--- src/rtl/rasp_pkg.sv ---
package rasp_pkg;

	// Microprogram step addresses.
	localparam int STEP_W = 4;
	typedef logic [STEP_W-1:0] step_t;

	localparam step_t ST_IDLE    = 4'd0;
	localparam step_t ST_P_INIT  = 4'd1;
	localparam step_t ST_P_RDHI  = 4'd2;
	localparam step_t ST_P_GETHI = 4'd3;
	localparam step_t ST_P_TEST  = 4'd4;
	localparam step_t ST_P_CMP   = 4'd5;
	localparam step_t ST_B1_INIT = 4'd6;
	localparam step_t ST_B1_TEST = 4'd7;
	localparam step_t ST_B1_CMP  = 4'd8;
	localparam step_t ST_B2_INIT = 4'd9;
	localparam step_t ST_B2_TEST = 4'd10;
	localparam step_t ST_B2_CMP  = 4'd11;
	localparam step_t ST_HIT     = 4'd12;
	localparam step_t ST_MISS    = 4'd13;

	// Input opcodes.
	localparam logic OPC_LOAD   = 1'b0;
	localparam logic OPC_SEARCH = 1'b1;

	localparam int LEN_W = 11;

	// Datapath operations selected by the control word.
	typedef enum logic [3:0] {
		OP_NONE,
		OP_INIT_P,
		OP_RD_HI,
		OP_LOAD_HV,
		OP_PROBE,
		OP_PIV_UPD,
		OP_INIT_B1,
		OP_INIT_B2,
		OP_SRCH_UPD,
		OP_HIT,
		OP_MISS
	} op_t;

	// Jump conditions.
	typedef enum logic [2:0] {
		C_NEVER,
		C_ALWAYS,
		C_LEN0,
		C_NOT_LT,
		C_GT,
		C_EQ
	} cond_t;

	typedef struct packed {
		op_t   op;
		cond_t cond;
		step_t jmp;
		step_t nxt;
	} ucw_t;

	typedef struct packed {
		logic len_zero;
		logic lo_lt_hi;
		logic lo_gt_hi;
		logic rd_eq;
	} flags_t;

	typedef struct packed {
		logic               opcode;
		logic [9:0]         element_index;
		logic signed [31:0] data_value;
	} in_item_t;

	typedef struct packed {
		logic       found;
		logic [9:0] found_index;
	} out_item_t;

endpackage

--- src/rtl/rasp_ucode_rom.sv ---
module rasp_ucode_rom (
	input  rasp_pkg::step_t step,
	output rasp_pkg::ucw_t  word
);

	// Each word: operation, jump condition, jump target, fall-through step.
	always_comb begin
		unique case (step)
			rasp_pkg::ST_IDLE:
				word = '{rasp_pkg::OP_NONE, rasp_pkg::C_NEVER,
					rasp_pkg::ST_IDLE, rasp_pkg::ST_IDLE};
			rasp_pkg::ST_P_INIT:
				word = '{rasp_pkg::OP_INIT_P, rasp_pkg::C_LEN0,
					rasp_pkg::ST_MISS, rasp_pkg::ST_P_RDHI};
			rasp_pkg::ST_P_RDHI:
				word = '{rasp_pkg::OP_RD_HI, rasp_pkg::C_NEVER,
					rasp_pkg::ST_IDLE, rasp_pkg::ST_P_GETHI};
			rasp_pkg::ST_P_GETHI:
				word = '{rasp_pkg::OP_LOAD_HV, rasp_pkg::C_NEVER,
					rasp_pkg::ST_IDLE, rasp_pkg::ST_P_TEST};
			rasp_pkg::ST_P_TEST:
				word = '{rasp_pkg::OP_PROBE, rasp_pkg::C_NOT_LT,
					rasp_pkg::ST_B1_INIT, rasp_pkg::ST_P_CMP};
			rasp_pkg::ST_P_CMP:
				word = '{rasp_pkg::OP_PIV_UPD, rasp_pkg::C_ALWAYS,
					rasp_pkg::ST_P_TEST, rasp_pkg::ST_P_TEST};
			rasp_pkg::ST_B1_INIT:
				word = '{rasp_pkg::OP_INIT_B1, rasp_pkg::C_NEVER,
					rasp_pkg::ST_IDLE, rasp_pkg::ST_B1_TEST};
			rasp_pkg::ST_B1_TEST:
				word = '{rasp_pkg::OP_PROBE, rasp_pkg::C_GT,
					rasp_pkg::ST_B2_INIT, rasp_pkg::ST_B1_CMP};
			rasp_pkg::ST_B1_CMP:
				word = '{rasp_pkg::OP_SRCH_UPD, rasp_pkg::C_EQ,
					rasp_pkg::ST_HIT, rasp_pkg::ST_B1_TEST};
			rasp_pkg::ST_B2_INIT:
				word = '{rasp_pkg::OP_INIT_B2, rasp_pkg::C_NEVER,
					rasp_pkg::ST_IDLE, rasp_pkg::ST_B2_TEST};
			rasp_pkg::ST_B2_TEST:
				word = '{rasp_pkg::OP_PROBE, rasp_pkg::C_GT,
					rasp_pkg::ST_MISS, rasp_pkg::ST_B2_CMP};
			rasp_pkg::ST_B2_CMP:
				word = '{rasp_pkg::OP_SRCH_UPD, rasp_pkg::C_EQ,
					rasp_pkg::ST_HIT, rasp_pkg::ST_B2_TEST};
			rasp_pkg::ST_HIT:
				word = '{rasp_pkg::OP_HIT, rasp_pkg::C_NEVER,
					rasp_pkg::ST_IDLE, rasp_pkg::ST_IDLE};
			rasp_pkg::ST_MISS:
				word = '{rasp_pkg::OP_MISS, rasp_pkg::C_NEVER,
					rasp_pkg::ST_IDLE, rasp_pkg::ST_IDLE};
			default:
				word = '{rasp_pkg::OP_NONE, rasp_pkg::C_NEVER,
					rasp_pkg::ST_IDLE, rasp_pkg::ST_IDLE};
		endcase
	end

endmodule

--- config.mk ---
export PLATFORM = sky130hd
export DESIGN_NAME = rasp_ucode_rom
export DESIGN_NICKNAME = d
export VERILOG_FILES = /design/src/rtl/rasp_pkg.sv /design/src/rtl/rasp_ucode_rom.sv
export SDC_FILE = /design/constraint.sdc
export NUM_CORES = 1
export LEC_CHECK = 0
export BUFFER_PORTS_ARGS = -buffer_cell sky130_fd_sc_hd__buf_2
export CAP_MARGIN = 20
export CELL_PAD_IN_SITES_DETAIL_PLACEMENT = 1
export CELL_PAD_IN_SITES_GLOBAL_PLACEMENT = 1
export CORE_AREA = 8 8 45 47
export DETAILED_ROUTE_END_ITERATION = 12
export DIE_AREA = 0 0 53 55
export PLACE_DENSITY = 0.8
export SYNTH_ARGS = -nofsm -noshare
export SYNTH_HDL_FRONTEND = slang
export SYNTH_SLANG_ARGS = --single-unit
export TNS_END_PERCENT = 20
--- constraint.sdc ---
create_clock -name vclk -period 0.8
set_input_delay 0.04 -clock vclk [all_inputs]
set_output_delay 0.04 -clock vclk [all_outputs]
set_load 0.005 [all_outputs]
==> Word level (Yosys, flattened, before mapping) <==
Memory sizes are Yosys's and may differ from the RTL's.
Cells that the tools add are included.
{ "totals": {"ff_bits": 0, "mem_bits_ro": 240, "input_bits": 4, "output_inout_bits": 15, "elab_cells": 1, "memories": 1} }
{ "memory_table": {"columns": ["memory", "depth", "width", "rd", "rd_ports_with_merged_regs", "write_ports", "line_no", "source"], "rows": [
  ["(no name shown)", 16, 15, 1, 0, 0, "rasp_ucode_rom.sv:8", "unique case (step)"]
]} }

==> Logic depth before layout (Yosys ltp) <==
Gate-level depths: netlist (run 1).
An unclocked memory read counts as a cell.
{ "depth": {"word_depth": 1, "depth_mapped": 4, "mapped_depth_nobuf": 4} }

==> Worst setup path after synthesis (run 1) <==
OpenSTA, ideal clock, no wires.
{ "synth_timing": {"path_kind": "input port to output port", "start": "in step[0]", "end": "out word[12] in the netlist's numbering", "t_arrival_ps": 718, "required_ps": 760, "setup_slack_ps": 42, "stages": 4, "path_cell_list": "inv_1 ha_1 mux2_4 o21a_1"} }
{ "synth_lines": {"columns": ["item", "line_no", "source"], "rows": [
  ["from (decl)", "rasp_ucode_rom.sv:2", "input rasp_pkg::step_t step,"],
  ["to (decl)", "rasp_ucode_rom.sv:3", "output rasp_pkg::ucw_t word"]
]} }

==> impl_metrics.yaml, run 1 <==
layout:
  num_antenna_cells: 0
  seq_cells: 0
  nClkBuffers: 0
  fin_util_pct: 51.6
  area_delta_synth_final_pct: 98.3
  final_cell_area_um2: 714
  ratio_of_cells_with_drive_above_1_in_the_final_layout_pct: 64.9
  layout.nets: 86
  final-seq-area_um2: 0
grt:
  antenna_found_initial: 0
  grt_pass1_wl_um: 2660
  grt_max_degree: 17
  grt_pass1_vias: 508
  grt_use_total_pct: 12.0
  grt-ovfl-total: 0
min_path:
  min_path_type: "input port to output port"
  hp-start: "step[3]"
yosys:
  post_synth.cell_area_avg_um2: 7.67
  syn_inst: 47
  synth_largest_area_cell: "ha_1"
  syn-cell-area_um2: 360
  syn_nets: 57
  post_synth_most_frequent_cells: "ha_1 (6), mux2i_1 (6), inv_1 (5)"
  synth_cell_type_count: 20
  ys.warnings.count: 0
  synth_area_leaders: "ha_1 (21%), mux2i_1 (17%), buf_6 (9.4%)"
  synth.yosys.seq_area_share_pct: 0
  synth_top_area_share_pct: 20.8
sta:
  timing.final.max_slew_violations: 0
  timing.final.setup_violations: 13
  least_setup_slack_across_all_paths_after_layout_ns: -0.154
  finalHoldViolations: 0
  period_minus_slack_ns: 0.954
  slew-limit-headroom_pct: 84.9
  rsz0062_at_grt: "yes"
  final_min_period_over_clock_period_pct: 119
  worst_slew_pin_slew_ns: 0.220
  timing.setup.tns_ns: -1.04
  max_clock_freq_mhz: 1050
floorplanning:
  floorplan.die.height_um: 55
  core_um2: 1380
  dieArea_um2: 2920
  die_x_um: 53
  placementRows: 14
  initial_core_util_pct: 26.0
  num_io_pins: 19
setup_path:
  critical_path.max_fanout: 4
  arrival_worst_endpoint_ns: 0.91
  cp-start-kind: "input port"
  crit_type: "input port to output port"
  crit_required_ns: 0.76
  timing.critical_path.from: "step[0]"
  worst_setup_ep_type: "output port"
run_status:
  failed_checks: "setup timing"
  result_of_the_run: "finished with violations"
drt:
  route.final.wire_length_um: 1810
  drtAntennaViolNets: 0
  drt_pre_antenna_iters: 2
  drcViolationCount: 0
  drt-initial-drc-count: 1
  routed_vias_inst: 5.39
  route.detailed.wl_per_inst_um: 20.1
  vias: 485
job:
  reported_max_cap_violation_count: 0
place:
  finalWeightedCongestion: 0.778
  place.port_buffers: 19
  place_ws_ns: -0.294
  place.detailed.hpwl_um: 1080
  detailed_place.area_um2: 519
power:
  irDropWorstVdd_v: 0.000240
  power_leakage_nw: 0.348
  cellPowerDensity_nw_per_um2: 583
report_power, final:
group | total [mW] | internal [mW] | switching (mW)
clock | 0 | 0 | 0
combinational | 0.416 | 0.215 | 0.201
sequential | 0 | 0 | 0
repair_timing:
item | 4_1_cts | 5_1_grt
resized for setup | 37 | 11
setup endpoints to repair | 15 | 14
pin swaps | 4 | 3
setup buffers | 1 | 0
hold buffers | 0 | 0
final timing paths:
kind                       to  slack, ns  cells past startpoint
worst max-delay path  word[0]      -0.15                      5
worst min-delay path  word[9]       0.41                      3
logic make-up after synthesis:
group           Yosys count  synth area share (%)
compound gates           14                  24.0
xor+xnor                  1                  2.43
fa+ha+maj                 6                  20.8
buf+inv                   9                  16.0
mux                       7                  20.8
simple gates             10                  16.0
worst max-delay path: stages:
cell	delay [ns]
buf_12	0.12
buf_4	0.13
or2b_1	0.25
a31oi_2	0.22
buf_2	0.15
layout by cell type, fill, tap and decap left out, types with 2 or more instances in the layout:
cell / count
nand2b_1: 2
o21a_1: 3
mux2i_1: 5
ha_4: 6
o21ai_1: 3
buf_6: 3
inv_1: 2
or2b_1: 2
o21ai_2: 2
buf_4: 8
o22ai_1: 2
inv_8: 2
buf_12: 2
buf_2: 15
nor2_1: 2
buf_8: 2
metal layers:
| layer | up-vias | wire, um | share of wire (%) | global-route usage, % |
|---|---|---|---|---|
| met5 | - | 0 | 0 | 0 |
| met4 | 0 | 107 | 5.9 | 3.88 |
| met3 | 8 | 104 | 5.8 | 0.267 |
| met2 | 20 | 932 | 52 | 24.6 |
| met1 | 239 | 664 | 37 | 12.7 |
| li1 | 218 | - | - | - |
final cells by class:
cell class	instances	area (um^2)
fill	163	669
multi-input combinational	38	414
timing repair buffer	31	246
inverter	5	33.8
tap	16	20.0
stage by stage:
stage               std cells  hold WS, ns  total power, mW
floorplan                  47        0.154            0.159
global placement           89        0.461            0.275
detailed placement         89        0.466            0.287
CTS                        90        0.420            0.365
global route               90        0.431            0.443
finish                     90        0.408            0.416
No activity file was read; power rests on OpenSTA's default activity.
==> inputs of run 2 (changes only) <==
--- a/config.mk
+++ b/config.mk
@@ -7,7 +7,7 @@
 export LEC_CHECK = 0
 export BUFFER_PORTS_ARGS = -buffer_cell sky130_fd_sc_hd__buf_2
 export CAP_MARGIN = 20
-export CELL_PAD_IN_SITES_DETAIL_PLACEMENT = 1
+export CELL_PAD_IN_SITES_DETAIL_PLACEMENT = 0
 export CELL_PAD_IN_SITES_GLOBAL_PLACEMENT = 1
 export CORE_AREA = 8 8 45 47
 export DETAILED_ROUTE_END_ITERATION = 12
==> run 2 against run 1 <==
  * The run still ends with setup timing left
  * Highest routed layer unchanged
  * Non-clock buffer count did not move
  * Sequential share of layout area did not move
  * Worst hold slack improved by 0.011 ns
  * Critical path type unchanged
  * Wire length fell by 33%
  * Via count fell by 12%
  * Critical endpoint is now word[12]
  * Maximum frequency rose by 7.0%
  * Combinational power fell by 13%
==> impl_metrics.yaml, run 2 (synthesis gave the netlist of run 1 again) <==
layout:
  num_antenna_cells: 0
  layout_commonest_cell: "buf_2"
  seq_cells: 0
  final-seq-area_um2: 0
  layout.cells.most_common_list: "buf_2 (16), buf_4 (11), mux2i_1 (6), o21ai_1 (5), ha_4 (5)"
  fin_util_pct: 48.5
  area_delta_synth_final_pct: 86.1
  nClkBuffers: 0
  ratio_of_cells_with_drive_above_1_in_the_final_layout_pct: 59.5
  layout.nets: 86
  final_cell_area_um2: 671
place:
  place_ws_ns: -0.237
  detailed_place.area_um2: 519
  place.port_buffers: 19
  finalWeightedCongestion: 0.778
  place.detailed.hpwl_um: 859
setup_path:
  worst_setup_ep_type: "output port"
  crit_required_ns: 0.76
  arrival_worst_endpoint_ns: 0.85
  timing.critical_path.from: "step[0]"
  crit_type: "input port to output port"
  cp-start-kind: "input port"
  critical_path.max_fanout: 4
sta:
  rsz0062_at_grt: "yes"
  timing.setup.tns_ns: -0.598
  timing.final.max_slew_violations: 0
  max_clock_freq_mhz: 1120
  finalHoldViolations: 0
  worst_slew_pin_slew_ns: 0.164
  slew-limit-headroom_pct: 88.7
  final_min_period_over_clock_period_pct: 111
  least_setup_slack_across_all_paths_after_layout_ns: -0.0914
  whs_ns: 0.418
  period_minus_slack_ns: 0.891
  timing.final.setup_violations: 10
drt:
  routed_vias_inst: 4.76
  drt-initial-drc-count: 2
  drcViolationCount: 0
  drtAntennaViolNets: 0
  route.detailed.wl_per_inst_um: 13.5
  drt_pre_antenna_iters: 4
  route.final.wire_length_um: 1220
  vias: 428
min_path:
  cell_depth_of_the_worst_min_delay_path: 3
  min_path_type: "input port to output port"
  hp-start: "step[3]"
floorplanning:
  die_x_um: 53
  placementRows: 14
  floorplan.die.height_um: 55
  num_io_pins: 19
  core_um2: 1380
  initial_core_util_pct: 26.0
  dieArea_um2: 2920
power:
  irDropWorstVdd_v: 0.000209
  power_leakage_nw: 0.340
  cellPowerDensity_nw_per_um2: 538
grt:
  grt-ovfl-total: 0
  grt_use_total_pct: 8.39
  grt_pass1_vias: 426
  grt_pass1_wl_um: 1950
  grt_max_degree: 17
  antenna_found_initial: 0
run_status:
  result_of_the_run: "finished with violations"
  failed_checks: "setup timing"
job:
  reported_max_cap_violation_count: 0
clock_tree:
  cts_hold_buf: 0
run 2: metrics by stage:
stage	total power, mW	instances
floorplan	0.159	47
global placement	0.275	89
detailed placement	0.278	89
CTS	0.332	89
global route	0.393	90
finish	0.361	90
run 2: worst max-delay path, cell delays in order:
cell and delay (ns):
buf_12 0.10, inv_8 0.04, ha_4 0.15, mux2_4 0.25, o21a_1 0.16, buf_2 0.12
run 2: layout make-up:
cell class,instances,area (um^2)
fill,134,713
inverter,5,33.8
multi-input combinational,38,392
tap,16,20.0
timing repair buffer,31,225
run 2: routing by layer:
| metal | vias up | GRT usage (%) | share of wire, % |
|---|---|---|---|
| met4 | 0 | 1.29 | 2.1 |
| met5 | - | 0 | 0 |
| met2 | 16 | 18.2 | 49 |
| met3 | 2 | 0.535 | 9.4 |
| li1 | 217 | - | - |
| met1 | 193 | 8.45 | 39 |
run 2: path summary, 6_finish.rpt:
check	end	slack, ns
worst min-delay path	word[9]	0.42
worst max-delay path	word[12]	-0.09
run 2: power breakdown:
part           switching (mW)  internal [mW]
combinational           0.165          0.196
clock                       0              0
sequential                  0              0
run 2: what timing repair did:
item / 4_1_cts / 5_1_grt
gates resized for setup: 29 / 8
setup buffers: 0 / 1
endpoints found under the setup margin: 15 / 13
pin swaps: 3 / 6
gates cloned: 0 / 0
==> inputs of run 3 (changes only) <==
--- a/config.mk
+++ b/config.mk
@@ -12,7 +12,7 @@
 export CORE_AREA = 8 8 45 47
 export DETAILED_ROUTE_END_ITERATION = 12
 export DIE_AREA = 0 0 53 55
-export PLACE_DENSITY = 0.8
+export PLACE_DENSITY = 0.78
 export SYNTH_ARGS = -nofsm -noshare
 export SYNTH_HDL_FRONTEND = slang
 export SYNTH_SLANG_ARGS = --single-unit
==> constraint.sdc (replaced) <==
create_clock -name vclk -period 1.02
set_input_delay 0.051 -clock vclk [all_inputs]
set_output_delay 0.051 -clock vclk [all_outputs]
set_load 0.005 [all_outputs]
==> run 3 against run 2 <==
  * The run now ends clean
  * Clock-buffer cell count is the same
  * Final cell count shrank 4.4%
  * Sequential cell count is the same
  * Die area is the same
  * First-iteration DRC count is the same
  * Worst hold slack gained 0.081 ns
  * Critical path type unchanged
  * Highest routed layer is now met3
==> impl_metrics.yaml, run 3 (synthesis gave the netlist of run 1 again) <==
setup_path:
  crit_type: "input port to output port"
  critPathBufInv: 3
  critical_path.max_fanout: 4
  worst_setup_ep_type: "output port"
  arrival_worst_endpoint_ns: 0.92
  cp-start-kind: "input port"
  cp_slowest_cell: "mux2_4"
  critical_path.cell_chain: "buf_6 -> inv_4 -> ha_2 -> mux2_4 -> o21a_1 -> buf_2"
  cpPeakStageDelay_ns: 0.25
  crit_required_ns: 0.97
  cpLargestDelayFamily: "buffers and inverters"
drt:
  drt-met1-wl_um: 458
  routed_vias_inst: 4.64
  route.final.wire_length_um: 1090
  drt_pre_antenna_iters: 4
  met2RoutedLength_um: 510
  wl_met3_um: 117
  drt-initial-drc-count: 2
  vias: 399
  drtAntennaViolNets: 0
  top_metal_layer_carrying_routed_signals: "met3"
  route.detailed.wl_per_inst_um: 12.6
  drcViolationCount: 0
min_path:
  hp-start: "step[2]"
  cell_depth_of_the_worst_min_delay_path: 3
  min_path_type: "input port to output port"
  worst_hold_end: "word[10]"
power:
  clock_power_share_pct: 0
  p_sw_share_pct: 48.2
  irDropWorstVdd_v: 0.000121
  power_leakage_nw: 0.293
  cellPowerDensity_nw_per_um2: 420
  cell_internal_pwr_mw: 0.120
  comb_power_share_pct: 100.0
  power.share.sequential_pct: 0
  net-switching-power_mw: 0.112
layout:
  final_cell_area_um2: 554
  num_antenna_cells: 0
  area_delta_synth_final_pct: 53.8
  nClkBuffers: 0
  layout.cells.most_common_list: "buf_2 (17), buf_4 (8), mux2i_1 (6)"
  ratio_of_cells_with_drive_above_1_in_the_final_layout_pct: 50.0
  fin_util_pct: 40.1
  layout.nets: 82
  seq_cells: 0
  layout_commonest_cell: "buf_2"
  final-seq-area_um2: 0
floorplanning:
  die_x_um: 53
  dieArea_um2: 2920
  num_io_pins: 19
  initial_core_util_pct: 26.0
  placementRows: 14
  floorplan.die.height_um: 55
  core_um2: 1380
sta:
  slew-limit-headroom_pct: 79.1
  final_min_period_over_clock_period_pct: 95.3
  max_clock_freq_mhz: 1030
  whs_ns: 0.499
  timing.final.setup_violations: 0
  timing.final.max_slew_violations: 0
  worst_slew_pin_slew_ns: 0.314
  finalHoldViolations: 0
  period_minus_slack_ns: 0.972
  least_setup_slack_across_all_paths_after_layout_ns: 0.0482
place:
  place_ws_ns: -0.0387
  detailed_place.area_um2: 497
  place.port_buffers: 19
  place.detailed.hpwl_um: 830
  finalWeightedCongestion: 0.766
run_status:
  result_of_the_run: "completed"
grt:
  grt_pass1_wl_um: 1790
  grt_max_degree: 18
  grt_pass1_vias: 402
  antenna_found_initial: 0
  grt-ovfl-total: 0
  grt_use_total_pct: 7.52
job:
  reported_max_cap_violation_count: 0
clock_tree:
  cts_hold_buf: 0
## run 3: cell types whose count changed in the layout (fill, tap and decap cells not counted), moves of 2 or more
cell / previous run / this run
buf_12: 2 / 0
o21ai_0: 0 / 3
o21ai_1: 5 / 2
buf_4: 11 / 8
inv_8: 2 / 0
ha_4: 5 / 3
ha_1: 0 / 2
inv_4: 0 / 2
## run 3: worst max path at each step
stage                       start        to  slack, ns  depth (start not counted)
after floorplan           step[0]  word[12]       0.24                          4
after global placement    step[0]  word[12]      -0.05                          6
after detailed placement  step[0]  word[12]      -0.04                          6
after CTS                 step[0]  word[11]      0.002                          7
after global routing      step[1]   word[4]     -0.003                          6
final                     step[0]  word[12]       0.05                          6
## run 3: stage by stage
stage / TNS [ns] / std cells / power (mW)
after global routing: -0.00718 / 86 / 0.262
final: 0 / 86 / 0.233
after floorplan: 0 / 47 / 0.124
after CTS: 0 / 86 / 0.212
after global placement: -0.0554 / 86 / 0.209
after detailed placement: -0.0812 / 86 / 0.210
## run 3: timing repair
action                                  CTS  global route
buffers inserted                          0             0
resized for setup                         3            12
endpoints found under the setup margin    4            13
## run 3: area by class of cell
cell class	instances	area, um^2
Inverter	5	23.8
Tap cell	16	20.0
Multi-Input combinational cell	38	347
Timing Repair Buffer	27	164
Fill cell	155	830
## run 3: worst min-delay path, delay by kind of cell
kind / cells / cell delay [ns]
compound gates: 1 / 0.09
buf+inv: 2 / 0.31
## run 3: layer usage
layer / vias to the layer above / GRT usage [%]
li1: 208 / -
met1: 175 / 8.90
met2: 16 / 14.1
met3: 0 / 1.87
met4: 0 / 0
met5: - / 0
## run 3: power by group through the flow
stage	combinational, mW	sequential [mW]	clock [mW]
after global placement	0.209	0	0
after floorplan	0.124	0	0
after detailed placement	0.210	0	0
final	0.233	0	0
after CTS	0.212	0	0
after global routing	0.262	0	0
